==> config.mk <==
export PLATFORM = sky130hd
export DESIGN_NAME = ring_deque_occupancy_marks
export DESIGN_NICKNAME = d
export VERILOG_FILES = /design/src/rdom_pkg.sv /design/src/rdom_mem.sv /design/src/rdom_ctrl.sv /design/src/ring_deque_occupancy_marks.sv
export SDC_FILE = /design/constraint.sdc
export NUM_CORES = 1
export LEC_CHECK = 0
export BUFFER_PORTS_ARGS = -buffer_cell sky130_fd_sc_hd__buf_2
export CAP_MARGIN = 25
export CORE_MARGIN = 5
export CORE_UTILIZATION = 50
export DETAILED_ROUTE_END_ITERATION = 10
export PLACE_DENSITY = 0.73
export SYNTH_ARGS = -nofsm -noshare
export SYNTH_HDL_FRONTEND = slang
export SYNTH_HIERARCHICAL = 1
export SYNTH_SLANG_ARGS = --single-unit
==> constraint.sdc <==
create_clock -name clk -period 7.1 [get_ports clk]
set_clock_uncertainty 0.1 [all_clocks]
set_input_delay 0.71 -clock clk [delete_from_list [all_inputs] [get_ports clk]]
set_output_delay 0.71 -clock clk [all_outputs]
set_load 0.03 [all_outputs]
==> src/rdom_pkg.sv <==
// Package for the ring deque with occupancy marks.
// Holds sizes, command codes and the request, response and internal structs.
// No dependencies.
package rdom_pkg;

	localparam int DEPTH      = 16;
	localparam int DATA_WIDTH = 32;
	localparam int IDX_W      = (DEPTH > 1) ? $clog2(DEPTH) : 1;
	localparam int CNT_W      = $clog2(DEPTH + 1);

	localparam logic [IDX_W-1:0] IDX_LAST = IDX_W'(DEPTH - 1);
	localparam logic [CNT_W-1:0] CNT_DEPTH = CNT_W'(DEPTH);

	typedef enum logic [2:0] {
		CMD_PUSH_BACK  = 3'd0,
		CMD_PUSH_FRONT = 3'd1,
		CMD_POP_FRONT  = 3'd2,
		CMD_CLEAR      = 3'd3,
		CMD_STATUS     = 3'd4
	} cmd_t;

	typedef struct packed {
		logic [2:0]  cmd;
		logic [31:0] data_word;
	} req_t;

	typedef struct packed {
		logic        accepted;
		logic [31:0] front_word;
		logic        front_valid;
		logic [4:0]  used_count;
		logic [4:0]  free_count;
	} rsp_t;

	typedef struct packed {
		logic                  we;
		logic [IDX_W-1:0]      waddr;
		logic [DATA_WIDTH-1:0] wdata;
		logic                  re;
		logic [IDX_W-1:0]      raddr;
	} mem_req_t;

	typedef struct packed {
		logic                  acc;
		logic                  fv;
		logic [CNT_W-1:0]      used;
		logic                  fwd;
		logic [DATA_WIDTH-1:0] fwd_word;
	} stat_t;

endpackage

==> src/rdom_mem.sv <==
// Slot data store: one write port, one registered read port.
// Depends on rdom_pkg for sizes and the memory request struct.
module rdom_mem
	import rdom_pkg::*;
(
	input  logic                  clk,
	input  mem_req_t              mreq,
	output logic [DATA_WIDTH-1:0] rdata
);

	logic [DATA_WIDTH-1:0] mem [DEPTH];

	always_ff @(posedge clk) begin
		if (mreq.we) begin
			mem[mreq.waddr] <= mreq.wdata;
		end
		if (mreq.re) begin
			rdata <= mem[mreq.raddr];
		end
	end

endmodule

==> src/rdom_ctrl.sv <==
// Deque control: head/tail indices, full marks, command decode.
// Issues slot writes and the head read; depends on rdom_pkg.
module rdom_ctrl
	import rdom_pkg::*;
(
	input  logic     clk,
	input  logic     arst_n,
	input  logic     take,
	input  req_t     req,
	output mem_req_t mreq,
	output stat_t    stat
);

	logic [DEPTH-1:0] full_q;
	logic [IDX_W-1:0] head_q;
	logic [IDX_W-1:0] tail_q;

	logic [DEPTH-1:0]      nfull;
	logic [IDX_W-1:0]      nh;
	logic [IDX_W-1:0]      nt;
	logic [IDX_W-1:0]      prev_h;
	logic                  acc;
	logic                  we;
	logic [IDX_W-1:0]      waddr;
	logic [DATA_WIDTH-1:0] word;
	logic [CNT_W-1:0]      used;

	assign word   = DATA_WIDTH'(req.data_word);
	assign prev_h = (head_q == '0) ? IDX_LAST : head_q - IDX_W'(1);

	always_comb begin
		nfull = full_q;
		nh    = head_q;
		nt    = tail_q;
		acc   = 1'b0;
		we    = 1'b0;
		waddr = tail_q;
		case (req.cmd)
			CMD_PUSH_BACK: begin
				if (!full_q[tail_q]) begin
					we            = 1'b1;
					waddr         = tail_q;
					nfull[tail_q] = 1'b1;
					nt            = (tail_q == IDX_LAST) ? '0 : tail_q + IDX_W'(1);
					acc           = 1'b1;
				end
			end
			CMD_PUSH_FRONT: begin
				if (!full_q[prev_h]) begin
					we            = 1'b1;
					waddr         = prev_h;
					nfull[prev_h] = 1'b1;
					nh            = prev_h;
					acc           = 1'b1;
				end
			end
			CMD_POP_FRONT: begin
				if (full_q[head_q]) begin
					nfull[head_q] = 1'b0;
					nh            = (head_q == IDX_LAST) ? '0 : head_q + IDX_W'(1);
					acc           = 1'b1;
				end
			end
			CMD_CLEAR: begin
				nfull = '0;
				nh    = '0;
				nt    = '0;
				acc   = 1'b1;
			end
			CMD_STATUS: begin
				acc = 1'b1;
			end
			default: begin
				acc = 1'b0;
			end
		endcase
	end

	always_comb begin
		if (nt < nh) begin
			used = CNT_DEPTH + CNT_W'(nt) - CNT_W'(nh);
		end else if (nt > nh) begin
			used = CNT_W'(nt) - CNT_W'(nh);
		end else begin
			used = nfull[nh] ? CNT_DEPTH : '0;
		end
	end

	assign mreq.we    = take && we;
	assign mreq.waddr = waddr;
	assign mreq.wdata = word;
	assign mreq.re    = take;
	assign mreq.raddr = nh;

	assign stat.acc      = acc;
	assign stat.fv       = nfull[nh];
	assign stat.used     = used;
	assign stat.fwd      = we && (waddr == nh);
	assign stat.fwd_word = word;

	always_ff @(posedge clk or negedge arst_n) begin
		if (!arst_n) begin
			full_q <= '0;
			head_q <= '0;
			tail_q <= '0;
		end else if (take) begin
			full_q <= nfull;
			head_q <= nh;
			tail_q <= nt;
		end
	end

	a_clear_empties: assert property (@(posedge clk) disable iff (!arst_n)
		take && req.cmd == CMD_CLEAR |=> full_q == '0 && head_q == '0 && tail_q == '0)
		else $error("clear left marks or indices set");

	a_no_overwrite: assert property (@(posedge clk) disable iff (!arst_n)
		mreq.we |-> !full_q[mreq.waddr])
		else $error("write to an occupied slot");

	a_refused_holds: assert property (@(posedge clk) disable iff (!arst_n)
		take && !acc |=> $stable(full_q) && $stable(head_q) && $stable(tail_q))
		else $error("refused request changed state");

endmodule

==> src/ring_deque_occupancy_marks.sv <==
// A result passes stage one, then the output register, after its request is accepted; a stall holds it.
// Throughput: one request per cycle unless stalled; each reads the head, a push also writes a slot.
// The head read uses the data store's registered port, forwarded when written in the same cycle.
// Reset: asynchronous, all full marks and both indices cleared, pipeline emptied.
// Slot data is not reset; an empty slot's word is never shown.
module ring_deque_occupancy_marks
	import rdom_pkg::*;
(
	input  logic clk,
	input  logic arst_n,
	input  logic req_valid,
	output logic req_ready,
	input  req_t req,
	output logic rsp_valid,
	input  logic rsp_ready,
	output rsp_t rsp
);

	mem_req_t              mreq;
	stat_t                 stat;
	logic [DATA_WIDTH-1:0] rdata;
	logic                  take;
	logic                  adv;
	logic                  valid_s1;
	stat_t                 stat_s1;
	logic                  rsp_valid_q;
	rsp_t                  rsp_q;
	logic [DATA_WIDTH-1:0] head_word;
	logic [CNT_W-1:0]      free_cnt;

	assign adv       = valid_s1 && (!rsp_valid_q || rsp_ready);
	assign req_ready = !valid_s1 || adv;
	assign take      = req_valid && req_ready;

	rdom_ctrl u_ctrl (
		.clk    (clk),
		.arst_n (arst_n),
		.take   (take),
		.req    (req),
		.mreq   (mreq),
		.stat   (stat)
	);

	rdom_mem u_mem (
		.clk   (clk),
		.mreq  (mreq),
		.rdata (rdata)
	);

	always_ff @(posedge clk or negedge arst_n) begin
		if (!arst_n) begin
			valid_s1 <= 1'b0;
		end else if (take) begin
			valid_s1 <= 1'b1;
		end else if (adv) begin
			valid_s1 <= 1'b0;
		end
	end

	always_ff @(posedge clk) begin
		if (take) begin
			stat_s1 <= stat;
		end
	end

	assign head_word = stat_s1.fwd ? stat_s1.fwd_word : rdata;
	assign free_cnt  = CNT_DEPTH - stat_s1.used;

	always_ff @(posedge clk or negedge arst_n) begin
		if (!arst_n) begin
			rsp_valid_q <= 1'b0;
		end else if (adv) begin
			rsp_valid_q <= 1'b1;
		end else if (rsp_ready) begin
			rsp_valid_q <= 1'b0;
		end
	end

	always_ff @(posedge clk) begin
		if (adv) begin
			rsp_q.accepted    <= stat_s1.acc;
			rsp_q.front_word  <= stat_s1.fv ? 32'(head_word) : 32'd0;
			rsp_q.front_valid <= stat_s1.fv;
			rsp_q.used_count  <= 5'(stat_s1.used);
			rsp_q.free_count  <= 5'(free_cnt);
		end
	end

	assign rsp_valid = rsp_valid_q;
	assign rsp       = rsp_q;

	a_empty_word_zero: assert property (@(posedge clk) disable iff (!arst_n)
		rsp_valid_q |-> rsp_q.front_valid || rsp_q.front_word == 32'd0)
		else $error("front word shown for an empty head slot");

	a_counts_sum: assert property (@(posedge clk) disable iff (!arst_n)
		rsp_valid_q |-> 5'(rsp_q.used_count + rsp_q.free_count) == 5'(CNT_DEPTH))
		else $error("used and free counts disagree");

	a_stage_holds: assert property (@(posedge clk) disable iff (!arst_n)
		valid_s1 && !adv |=> valid_s1 && $stable(stat_s1))
		else $error("stalled request lost in stage one");

endmodule

==> metrics <==
status=complete, no violations; minimum clock period=6.08 ns; Final Max Tran Viols=0; Post-DP HPWL=34.8 mm; top post-synthesis cells by area=edfxtp_1, mux4_2, dfrtp_1; Sink Count=653; fmax=165 MHz; Worst Path Max Fanout=133; Synth Flop Type=edfxtp_1; Post-synth ARST share=0.0398; Mapped Area=27200 µm²; syn_area_per_cell=18.5 µm²; vias per cell=6.23; Final setup viols=0; dpl cells=2141; largest net degree at the start of global routing=134; pwr/cell area=347 nW/µm²; unrepaired setup endpoints after global routing=false; layout cells sized above 1=0.271; Layout Cells excl Fill=2255; antenna violations before repair=1; H-tree depth=2; gr usage total=0.208; Yosys top cell area share=0.692; # diodes=0; post-route design area=30200 µm²; total CTS buffers=61; Worst-path clk slew=0.07 ns; die height=243 µm; Max Buffers Root-to-Sink=3; TritonRoute pass-1 iters=5; Syn Nets=1525; Slew HR=0.259; post-cts resize count=0; Die Area=59200 µm²; vias=14000; total power=0.0105 W; max-cap viol count=0; Startpoint Class=flop; TritonCTS clock tree=done; cell row count=85; Syn-to-layout area delta=11.1%; drt total wl=62.3 mm; Post CTS Setup Buffer Count=0; CP Capture Type=flop; Placed Area=28100 µm²; fillcell total=3934; Seq/Total Area, Yosys=0.716; EDFF count, synth=627; number of antenna-violating nets in the routed design=0; grt total ovfl=0; count leader, synth=edfxtp_1; Lkg Pwr=9.93 nW; Final Hold Violating Endpoints=0; RR Endpoint=u_mem/rdata[13]$_DFFE_PP_; Hold Crit Class=in -> async; synth warn=6; Core ar.=53900 µm²; distinct cell type count after synthesis=85; Mapped Cells=1472; residual DRC count=0; VDD IR max=198 µV; Final nets=1562; Die Wd=243 µm; CP arrival=6.33 ns; Crit Path Category=reg -> reg; GP Congestion=0.964; clk root buf=clkbuf_16; WHS=0.0152 ns; FF-to-FF path depth=12; Worst EP required=7.36 ns; DR iter-0 viols=1633; Worst Tran Pin Value=1.11 ns; Post-CTS Hold Buffers=0; synthesized flop and latch total=653; DR WL/cell=27.6 µm; worst skew pair latency=0.63 ns; r2r startpoint=u_ctrl/head_q[0]$_DFFE_PN0P_; fin crit share=0.856; I/O Buffers=84; Ports=85; global-route wire length before repair=92.9 mm; Starting Density=0.505; FF-to-FF setup slack=1.02 ns; vias in the first global route=14200; top post-synthesis cells by count=edfxtp_1, mux4_2, buf_4, a22oi_1, nand2_1; area leader, netlist=edfxtp_1; Fin Setup TNS=0 ns
state kept, by name, indices dropped and copies added, names as in the netlist:
| signal | count |
|---|---|
| u_ctrl/head_q | 4 |
| rsp_valid | 1 |
| valid_s1 | 1 |
| rsp | 43 |
| u_mem/rdata | 32 |
| u_mem/mem | 512 |
| u_ctrl/tail_q | 4 |
| u_ctrl/full_q | 16 |
| stat_s1 | 40 |
critical path, stage by stage (launching register included):
cell and delay (ns):
dfrtp_1 0.67, inv_2 0.35, ha_1 0.64, nand2b_1 0.34, o21ai_2 0.38, a221o_1 0.58
nand2_2 0.24, nor3_1 0.60, nand4b_4 0.35, buf_12 0.54, mux4_2 0.41, a22oi_1 0.27
nand2_1 0.10
power breakdown:
part / internal, W / switching [W]
Sequential: 0.00449 / 0.000184
Combinational: 0.000992 / 0.00137
Clock: 0.00205 / 0.00141
Total: 0.00754 / 0.00296
kinds of logic (layout without fill, tap and decap cells):
family / Yosys count / in the layout / synth area share
flops: 653 / 653 / 0.716
simple gates: 241 / 241 / 0.0479
mux: 205 / 205 / 0.141
compound gates: 187 / 187 / 0.0492
buf+inv: 165 / 252 / 0.0375
fa+ha+maj: 14 / 14 / 0.00671
xor+xnor: 7 / 7 / 0.00225
layer usage:
metal | share of wire | vias to the layer above | track usage
met5 | 0.00021 | - | 0
met4 | 0.025 | 2 | 0.0536
met3 | 0.083 | 122 | 0.0420
met2 | 0.49 | 673 | 0.340
met1 | 0.40 | 7308 | 0.292
li1 | - | 5942 | -
stage by stage:
step / util / setup WS (ns)
6_report: 0.561 / 1.02
5_1_grt: 0.561 / 0.722
4_1_cts: 0.561 / 1.13
3_5_place_dp: 0.521 / 1.18
3_3_place_gp: 0.521 / 1.23
2_1_floorplan: - / 0.782
worst max path at each step:
stage          cells past startpoint                          to                         start  slack [ns]
3_3_place_gp                      12   u_mem/rdata[21]$_DFFE_PP_  u_ctrl/head_q[0]$_DFFE_PN0P_        1.23
6_report                          12   u_mem/rdata[13]$_DFFE_PP_  u_ctrl/head_q[0]$_DFFE_PN0P_        1.02
5_1_grt                           11  u_mem/mem[7][18]$_DFFE_PP_  u_ctrl/head_q[0]$_DFFE_PN0P_        0.72
2_1_floorplan                      7   u_mem/mem[0][0]$_DFFE_PP_                     rsp_ready        0.78
3_5_place_dp                      11   u_mem/mem[7][2]$_DFFE_PP_  u_ctrl/head_q[0]$_DFFE_PN0P_        1.18
4_1_cts                           11   u_mem/mem[7][7]$_DFFE_PP_  u_ctrl/head_q[0]$_DFFE_PN0P_        1.13
placed cells by master, fill, tap and decap left out, types with 28 or more instances in the layout:
cell type  instances
edfxtp_1         627
nand2_1           63
mux2i_1           48
nor2b_1           40
clkbuf_16         61
mux4_2           135
a21oi_1           47
buf_2             84
nor2_1            28
a22oi_1           64
area by class of cell:
class	count	area (µm²)	share of cell area
flip-flops and latches	653	19500	0.644
multi-input cells	654	6860	0.227
clock buffers	70	1560	0.0516
well taps	696	871	0.0288
repair buffers	121	836	0.0276
clock inverters	43	574	0.0190
inverters	18	68.8	0.00228
Note: power is estimated with default switching activity, not from simulation.
